**src/hdl/tmatc_pkg.sv**
```systemverilog
package tmatc_pkg;

    // default sizes of the sample path
    localparam int SAMPLE_BITS_DEF     = 12;
    localparam int COEFF_FRAC_BITS_DEF = 16;

    // fixed field widths
    localparam int NUM_LANES     = 3;
    localparam int TIME_BITS     = 32;
    localparam int THRESH_BITS   = 12;
    localparam int BLANK_BITS    = 32;
    localparam int COEFF_BITS    = 16;
    localparam int CFG_DATA_BITS = 32;
    localparam int CFG_IDX_BITS  = 2;

    // register reset values
    localparam logic [THRESH_BITS-1:0] THRESH_RST = 12'd300;
    localparam logic [BLANK_BITS-1:0]  BLANK_RST  = 32'd100000;
    localparam logic [COEFF_BITS-1:0]  COEFF_RST  = 16'd7;

    // configuration register indexes
    typedef enum logic [CFG_IDX_BITS-1:0] {
        CFG_THRESHOLD = 2'd0,
        CFG_BLANKING  = 2'd1,
        CFG_DC_COEFF  = 2'd2
    } cfg_index_t;

    // one sample set after the lanes have tested it
    typedef struct packed {
        logic                 valid;
        logic [NUM_LANES-1:0] hit;
        logic [TIME_BITS-1:0] time_us;
    } step_t;

endpackage

```
**src/hdl/tmatc_out_if.sv**
```systemverilog
interface tmatc_out_if;
    logic                            valid;
    logic                            ready;
    logic [tmatc_pkg::TIME_BITS-1:0] delay_a;
    logic [tmatc_pkg::TIME_BITS-1:0] delay_b;
    logic [tmatc_pkg::TIME_BITS-1:0] delay_c;

    modport source (output valid, delay_a, delay_b, delay_c, input ready);
    modport sink   (input valid, delay_a, delay_b, delay_c, output ready);
endinterface

```
**src/hdl/tmatc_merge.sv**
```systemverilog
module tmatc_merge (
    input  logic                              clk,
    input  logic                              rst_n,
    input  tmatc_pkg::step_t                  step,
    input  logic [tmatc_pkg::BLANK_BITS-1:0]  blanking_time_us,
    output logic                              step_ready,
    tmatc_out_if.source                       result
);
    localparam int N  = tmatc_pkg::NUM_LANES;
    localparam int TB = tmatc_pkg::TIME_BITS;

    logic          step_take;
    logic [TB-1:0] elapsed;
    logic          in_window;
    logic [N-1:0]  cap_base;
    logic          started_base;
    logic [N-1:0]  cap_upd;
    logic [N-1:0]  new_hit;
    logic [TB-1:0] rel;
    logic          emit;

    logic [N-1:0]  cap_reg, cap_next;
    logic          started_reg, started_next;
    logic [TB-1:0] start_reg, start_next;
    logic          blank_reg, blank_next;
    logic [TB-1:0] blank_start_reg, blank_start_next;
    logic [TB-1:0] delay_reg [N];
    logic [TB-1:0] delay_next [N];
    logic          out_valid_reg, out_valid_next;

    // a step moves on once the result slot is free or being emptied
    assign step_ready = !out_valid_reg || result.ready;
    assign step_take  = step.valid && step_ready;

    // blanking window and rearm
    assign elapsed      = step.time_us - blank_start_reg;
    assign in_window    = blank_reg && (elapsed < blanking_time_us);
    assign cap_base     = blank_reg ? '0 : cap_reg;
    assign started_base = blank_reg ? 1'b0 : started_reg;

    // new crossings, all timed against the event start
    assign new_hit = step.hit & ~cap_base;
    assign cap_upd = cap_base | step.hit;
    assign rel     = started_base ? (step.time_us - start_reg) : '0;
    assign emit    = step_take && !in_window && (&cap_upd);

    always_comb
    begin
        cap_next         = cap_reg;
        started_next     = started_reg;
        start_next       = start_reg;
        blank_next       = blank_reg;
        blank_start_next = blank_start_reg;
        for (int i = 0; i < N; i++)
        begin
            delay_next[i] = delay_reg[i];
        end
        if (step_take && !in_window)
        begin
            cap_next     = cap_upd;
            started_next = started_base || (|step.hit);
            if (!started_base && (|step.hit))
            begin
                start_next = step.time_us;
            end
            for (int i = 0; i < N; i++)
            begin
                if (new_hit[i])
                begin
                    delay_next[i] = rel;
                end
            end
            blank_next = &cap_upd;
            if (&cap_upd)
            begin
                blank_start_next = step.time_us;
            end
        end
    end

    // result slot
    always_comb
    begin
        priority if (emit)
        begin
            out_valid_next = 1'b1;
        end
        else if (result.ready)
        begin
            out_valid_next = 1'b0;
        end
        else
        begin
            out_valid_next = out_valid_reg;
        end
    end

    always_ff @(posedge clk or negedge rst_n)
    begin
        if (!rst_n)
        begin
            cap_reg       <= '0;
            started_reg   <= 1'b0;
            blank_reg     <= 1'b0;
            out_valid_reg <= 1'b0;
        end
        else
        begin
            cap_reg       <= cap_next;
            started_reg   <= started_next;
            blank_reg     <= blank_next;
            out_valid_reg <= out_valid_next;
        end
    end

    always_ff @(posedge clk)
    begin
        start_reg       <= start_next;
        blank_start_reg <= blank_start_next;
        for (int i = 0; i < N; i++)
        begin
            delay_reg[i] <= delay_next[i];
        end
    end

    assign result.valid   = out_valid_reg;
    assign result.delay_a = delay_reg[0];
    assign result.delay_b = delay_reg[1];
    assign result.delay_c = delay_reg[2];

`ifndef SYNTHESIS
    // a fresh result always opens a blanking window
    a_emit_blanks: assert property (@(posedge clk) disable iff (!rst_n)
        $rose(out_valid_reg) |-> blank_reg)
        else $error("result emitted without blanking");

    // a complete capture only exists while blanking
    a_full_blanks: assert property (@(posedge clk) disable iff (!rst_n)
        (&cap_reg) |-> blank_reg)
        else $error("all channels captured outside blanking");

    // any capture implies an event start
    a_cap_started: assert property (@(posedge clk) disable iff (!rst_n)
        (|cap_reg) |-> started_reg)
        else $error("capture without event start");

    // items inside the window leave the capture untouched
    a_window_hold: assert property (@(posedge clk) disable iff (!rst_n)
        (step_take && in_window) |=> ($stable(cap_reg) && $stable(blank_reg)))
        else $error("capture changed during blanking");
`endif

endmodule

```
**src/flat_wrapper.sv**
```systemverilog
// flat-port wrapper written by rule: the top's interface ports become plain ports
module tmatc_merge_flat 
  (clk, rst_n, step, blanking_time_us, step_ready, result_valid, result_delay_a, result_delay_b, result_delay_c, result_ready);
  tmatc_out_if result_i ();
  input  logic clk;
  input  logic rst_n;
  input  tmatc_pkg::step_t step;
  input  logic [tmatc_pkg::BLANK_BITS-1:0] blanking_time_us;
  output logic step_ready;
  output wire logic [$bits(result_i.valid)-1:0] result_valid;
  output wire logic [$bits(result_i.delay_a)-1:0] result_delay_a;
  output wire logic [$bits(result_i.delay_b)-1:0] result_delay_b;
  output wire logic [$bits(result_i.delay_c)-1:0] result_delay_c;
  input wire logic [$bits(result_i.ready)-1:0] result_ready;
  assign result_valid = result_i.valid;
  assign result_delay_a = result_i.delay_a;
  assign result_delay_b = result_i.delay_b;
  assign result_delay_c = result_i.delay_c;
  assign result_i.ready = result_ready;
  tmatc_merge u_core (.clk(clk), .rst_n(rst_n), .step(step), .blanking_time_us(blanking_time_us), .step_ready(step_ready), .result(result_i));
endmodule
```
**config.mk**
```make
export PLATFORM = sky130hd
export DESIGN_NAME = tmatc_merge_flat
export DESIGN_NICKNAME = d
export VERILOG_FILES = /design/src/hdl/tmatc_pkg.sv /design/src/hdl/tmatc_out_if.sv /design/src/hdl/tmatc_merge.sv /design/src/flat_wrapper.sv
export SDC_FILE = /design/constraint.sdc
export NUM_CORES = 1
export LEC_CHECK = 0
export BUFFER_PORTS_ARGS = -buffer_cell sky130_fd_sc_hd__buf_2
export CAP_MARGIN = 10
export CORE_ASPECT_RATIO = 0.75
export CORE_MARGIN = 4
export CORE_UTILIZATION = 25
export DETAILED_ROUTE_END_ITERATION = 10
export SYNTH_ARGS = -nofsm -noshare
export SYNTH_HDL_FRONTEND = slang
export SYNTH_SLANG_ARGS = --single-unit
```
**constraint.sdc**
```tcl
create_clock -name clk -period 7.4 [get_ports clk]
set_input_delay 0.37 -clock clk [delete_from_list [all_inputs] [get_ports clk]]
set_output_delay 0.37 -clock clk [all_outputs]
set_load 0.01 [all_outputs]
```
=== Word level (Yosys, flattened, before mapping) ===
Memories as Yosys holds them, arrays and structs flattened.
Cells that the tools add are included.

* Register bits after elaboration: 70
* Memory bits (writable): 96
* Input port bits: 71
* Output and inout bits: 98
* Memories: 1

{| class="wikitable"
|+ Memories
! name !! depth !! bits a word !! read ports !! clocked after Yosys merged registers in !! write ports !! line !! source
|-
| u_core.delay_reg || 3 || 32 || 3 || 0 || 3 || tmatc_merge.sv:27 || <nowiki>logic [TB-1:0] delay_reg [N];</nowiki>
|}

* Add/sub/neg operators: 2
* $lt $le $gt $ge: 1
* Mux-type cells: 9
* Bitwise logic cells: 3
* Reduce and logical (&&, ||, !) cells: 15

{| class="wikitable"
|+ Operator list
! cell !! number
|-
| $mux W32 || 4
|-
| $mux W96 || 1
|-
| $sub A32 B32 Y32 || 2
|-
| $lt A32 B32 Y1 || 1
|-
| $logic_and A1 B1 Y1 || 5
|-
| $reduce_and A4 Y1 || 1
|-
| $and A3 B3 Y3 || 1
|-
| $logic_not A1 Y1 || 3
|-
| $mux W1 || 3
|-
| $mux W3 || 1
|-
| $not A3 Y3 || 1
|-
| $or A3 B3 Y3 || 1
|-
| $reduce_and A3 Y1 || 1
|-
| $reduce_or A3 Y1 || 1
|-
| $logic_or A1 B1 Y1 || 2
|-
| $reduce_and A2 Y1 || 1
|-
| $reduce_bool A2 Y1 || 1
|}

=== Longest topological paths before layout ===
* Depth after elaboration: 7
* Gate-level depth with buffers: 24
* Mapped depth without buffers: 23

=== Worst setup path after synthesis ===
No wires, ideal clock.

* Kind: in2reg
* From: input step[0] in the netlist's numbering
* To: memory u_core.delay_reg[0][0] in the netlist's numbering (enable)
* Setup time: 0.432 ns
* Arrival: 5.347 ns
* Required time: 6.968 ns
* Path slack: 1.621 ns
* Cell stages on the path: 22
* Path buffers: 1
* Cells stage by stage: inv_1 > ha_1 > inv_1 > fa_1 > a21oi_1 > o21ai_1 > a21oi_1 > o21ai_1 > a211o_1 > a21bo_1 > a21oi_1 > o21ai_1 > xor2_1 > ha_1 > nand4_1 > nor2_1 > o211a_1 > o31ai_1 > a221oi_1 > buf_2 > nand2_1 > a21oi_1

{| class="wikitable"
|+ RTL lines
! what !! line !! source
|-
| from (decl) || flat_wrapper.sv:7 || <nowiki>input tmatc_pkg::step_t step;</nowiki>
|-
| to (decl) || tmatc_merge.sv:27 ||
|}

=== Worst setup path after layout ===
* From: register u_core.blank_start_reg[0]
* To: register u_core.blank_start_reg[13] (enable)

* Longest elaborated chain between the ends: 6

{| class="wikitable"
|+ RTL lines
! what !! line !! source
|-
| from (decl) || tmatc_merge.sv:26 || <nowiki>logic [TB-1:0] blank_start_reg, blank_start_next;</nowiki>
|-
| from (signal assigned) || tmatc_merge.sv:119 || <nowiki>blank_start_reg <= blank_start_next;</nowiki>
|-
| $sub A32 B32 Y32 || tmatc_merge.sv:36 || <nowiki>assign elapsed = step.time_us - blank_start_reg;</nowiki>
|-
| $lt A32 B32 Y1 || tmatc_merge.sv:37 || <nowiki>assign in_window = blank_reg && (elapsed < blanking_time_us);</nowiki>
|-
| $logic_and A1 B1 Y1 || tmatc_merge.sv:37 ||
|-
| $logic_not A1 Y1 || tmatc_merge.sv:58 || <nowiki>if (step_take && !in_window)</nowiki>
|-
| $logic_and A1 B1 Y1 || tmatc_merge.sv:58 ||
|-
| $reduce_and A4 Y1 (no source line) || n/a ||
|}

No other way between the ends.
A chain may end at the register's enable or synchronous reset.

==> summary.md <==
| Metric | Value |
|---|---|
| Netlist cell types | `70` |
| FP Rows | `61` |
| Synth top cells by count | `edfxtp_1, inv_1, ha_1` |
| Crit-path most repeated cell | `a21oi_1` |
| Synth top area cells | `edfxtp_1, ha_1, inv_1, a21o_1, xnor2_1` |
| Register bit total from synthesis | `roughly 170` |
| Post-CTS Hold Buffers | `1` |
| Hold Crit Endpoint | `u_core.blank_start_reg[0]` |
| Mapped Cells | `820` |
| Reg2Reg Setup Slack | `approximately 1900 ps` |
| # nets final | `between 1k and 1.5k` |
| Input/output buffers | `168` |
| Reg2reg end | `u_core.blank_start_reg[13]` |
| Fin crit share | `0.739` |
| Largest family of logic cells by synthesized area | `compound AO/OA/AOI/OAI gates` |
| Worst Clk Skew | `about 13 ps` |
| DRC | `0` |
| Gr usage total | `0.115` |
| DRT iter0 DRCs | `between 300 and 400` |
| Status | `finished clean` |
| Arr. time, crit path | `around 5600 ps` |
| Leak | `around 5.1 nW` |
| Required @ worst endpoint | `roughly 7600 ps` |
| Post-Synth Simple-Gate Area | `0.0911` |
| Share of the synthesized area in the top cell type | `0.510` |
| Worst-path clk slew | `70 ps` |
| Ys flop type | `edfxtp_1` |
| Max Fclk | `roughly 180 MHz` |
| Worst vdd ir | `about 0.16 mV` |
| Pins over their slew limit | `0` |
| DRT Wirelength | `between 20,000 and 25,000 um` |
| Syn avg cell area | `~11 um^2` |
| RSZ-0062 raised after global routing | `no` |
| Root buf cell | `clkbuf_16` |
| Largest net degree at the start of global routing | `33` |
| Syn nets | `986` |
| Count leader, synth | `edfxtp_1` |
| Die area | `around 40,000 um^2` |
| PD cells | `314 nW/um^2` |
| Maxcap violations | `0` |
| Worst path slowest cell | `a2111oi_0` |
| Synth Area in Adders | `0.128` |
| DRT Pass-1 Iters | `4` |
| Initial antenna violation count | `16` |
| Post-CTS Resized | `0` |
| Syn Std Cell Area | `between 9000 and 10,000 um^2` |
| Fill count | `approximately 3.8k` |
| Number of flip-flops under the largest register name | `between 90 and 100` |
| Post-route setup TNS | `0 ps` |
| Max-slew headroom | `0.515` |
| Global route overflow | `0` |
| Clock Sinks | `166` |
| Crit-path cells | `ha_1 -> inv_1 -> fa_1 -> a21oi_1 -> o21ai_1 -> a21oi_1 -> o21ai_1 -> a211o_1 -> a21bo_1 -> a21oi_1 -> o21ai_1 -> xor2_1 -> ha_1 -> a21o_1 -> a21oi_1 -> nor2b_1 -> o21ai_1 -> a21oi_1 -> a2111oi_0 -> a221oi_1 -> buf_4 -> and2_1 -> buf_4` |
| CP Capture Type | `flip-flop` |
| WHS Path Cells | `1` |
| Largest delay share family, worst path | `compound AO/OA/AOI/OAI gates` |
| CP max stage delay | `about 640 ps` |
| Initial core utilization | `0.254` |
| Warnings, synthesis | `0` |
| Worst hold start | `step[0]` |
| Count of final hold-check violations | `0` |
| Layout cell share with drive strength beyond 1 | `0.228` |
| TritonCTS clock tree | `done` |
| Worst Path Buf+Inv | `3` |
| Io pins | `around 170` |
| Core area | `around 37,000 um^2` |
| Post-CTS setup buffers | `0` |
| Worst min path class | `in2reg` |
| Seq/Total Area, Yosys | `0.526` |
| Worst hold slack | `169 ps` |
| Hpwl dp | `19,200 um` |
| Clock latency on the worst-skew pair | `approximately 420 ps` |
| Final GP Congestion | `between 0.8 and 0.9` |
| First-pass GRT wire length | `around 36,000 um` |
| Max clock buf depth | `2` |
| Critical Path Source Type | `flip-flop` |
| Cts bufs inserted | `17` |
| R2r worst-path depth | `23` |
| Layout area overhead | `22.5%` |
| Critical setup path kind | `reg2reg` |
| Synth Area in XOR/XNOR | `0.0539` |
| Routed WL per cell | `between 15 and 20 um` |
| ANT nets after route | `0` |
| Die Wd | `about 230 um` |
| CTS H-tree lvls | `4` |
| Ys async rst share | `0.0361` |
| Min cycle time layout | `roughly 5500 ps` |
| Die Height | `between 150 and 200 um` |
| Total vias in the final route | `about 6.5k` |
| Vias per Instance | `4.29` |
| CP max FO | `19` |
| Setup violators final | `0` |
| Vias in the first global route | `around 6.4k` |
| Complex-gate fraction of the synthesized area | `0.151` |
| Post-synth EDFFs | `160` |
| Multiplexer share of the synthesized area | `0.00106` |
| Synth area leader | `edfxtp_1` |
| Slew at the pin with the worst max-slew slack | `around 730 ps` |
| Worst r2r src | `u_core.blank_start_reg[0]` |
kinds of logic after synthesis:
family	count (synthesis)
AND/OR/NAND/NOR	172
buffers and inverters	124
adder cells (fa/ha/maj)	95
multiplexers	1
AO/OA/AOI/OAI	204
XOR/XNOR	58
flip-flops	166
report_power, final:
group / internal (mW) / total [mW] / switching (mW)
clock: 0.498 / 0.863 / 0.365
sequential: 1.35 / 1.41 / 0.0591
combinational: 0.515 / 1.35 / 0.836
placed cells by master (no fill, tap or decap), types with 6 or more instances in the layout:
cell	n
o21ai_1	13
nor3_1	6
clkbuf_16	17
nor2_1	57
dfrtp_1	6
o21bai_1	8
a21oi_1	59
nand4_1	11
o21ai_0	16
nor2b_1	8
and3_1	10
o21a_1	8
xnor2_1	36
a21o_1	46
ha_1	93
buf_4	6
inv_1	110
nand2_1	41
edfxtp_1	160
nand3_1	11
buf_2	168
xor2_1	22
worst max-delay path by stage:
stage                                    from                    endpoint  slack (ps)  cells past startpoint
detailed placement                    step[0]   u_core.blank_start_reg[0]        1640                     25
global placement                      step[0]   u_core.blank_start_reg[0]        1800                     25
finish              u_core.blank_start_reg[0]  u_core.blank_start_reg[13]        1930                     23
floorplan                             step[0]      u_core.delay_reg[0][0]        1620                     22
CTS                 u_core.blank_start_reg[0]  u_core.blank_start_reg[11]        1860                     23
global route        u_core.blank_start_reg[0]  u_core.blank_start_reg[11]        1510                     23
stage by stage:
stage | setup WS, ps | utilization | std cells | power [mW] | instance area [um^2]
global route | 1510 | 0.311 | 1525 | 3.89 | 11500
floorplan | 1620 | - | 820 | 2.35 | 9420
finish | 1930 | 0.311 | 1525 | 3.63 | 11500
CTS | 1860 | 0.310 | 1520 | 3.67 | 11500
global placement | 1800 | 0.294 | 1487 | 2.77 | 10900
detailed placement | 1640 | 0.294 | 1487 | 2.80 | 10900
area by class of cell:
type                    count  area, um^2  share of cell area
well taps                 504         631              0.0546
inverters                 112         420              0.0364
repair buffers            176         916              0.0793
diodes                      5        12.5             0.00108
flip-flops and latches    166        4950               0.429
clock inverters            15         153              0.0132
clock buffers              17         425              0.0368
multi-input cells         530        4030               0.349
layer usage:
layer | track usage | vias up | part of all wire | wire, um
met4 | 0.0371 | 20 | 0.019 | 443
met2 | 0.170 | 150 | 0.43 | 10300
met3 | 0.0329 | 38 | 0.054 | 1290
met1 | 0.163 | 3003 | 0.49 | 11600
met5 | 0 | - | 0.0042 | 99
li1 | - | 3328 | - | -
Power figures use the tool's default switching activity.
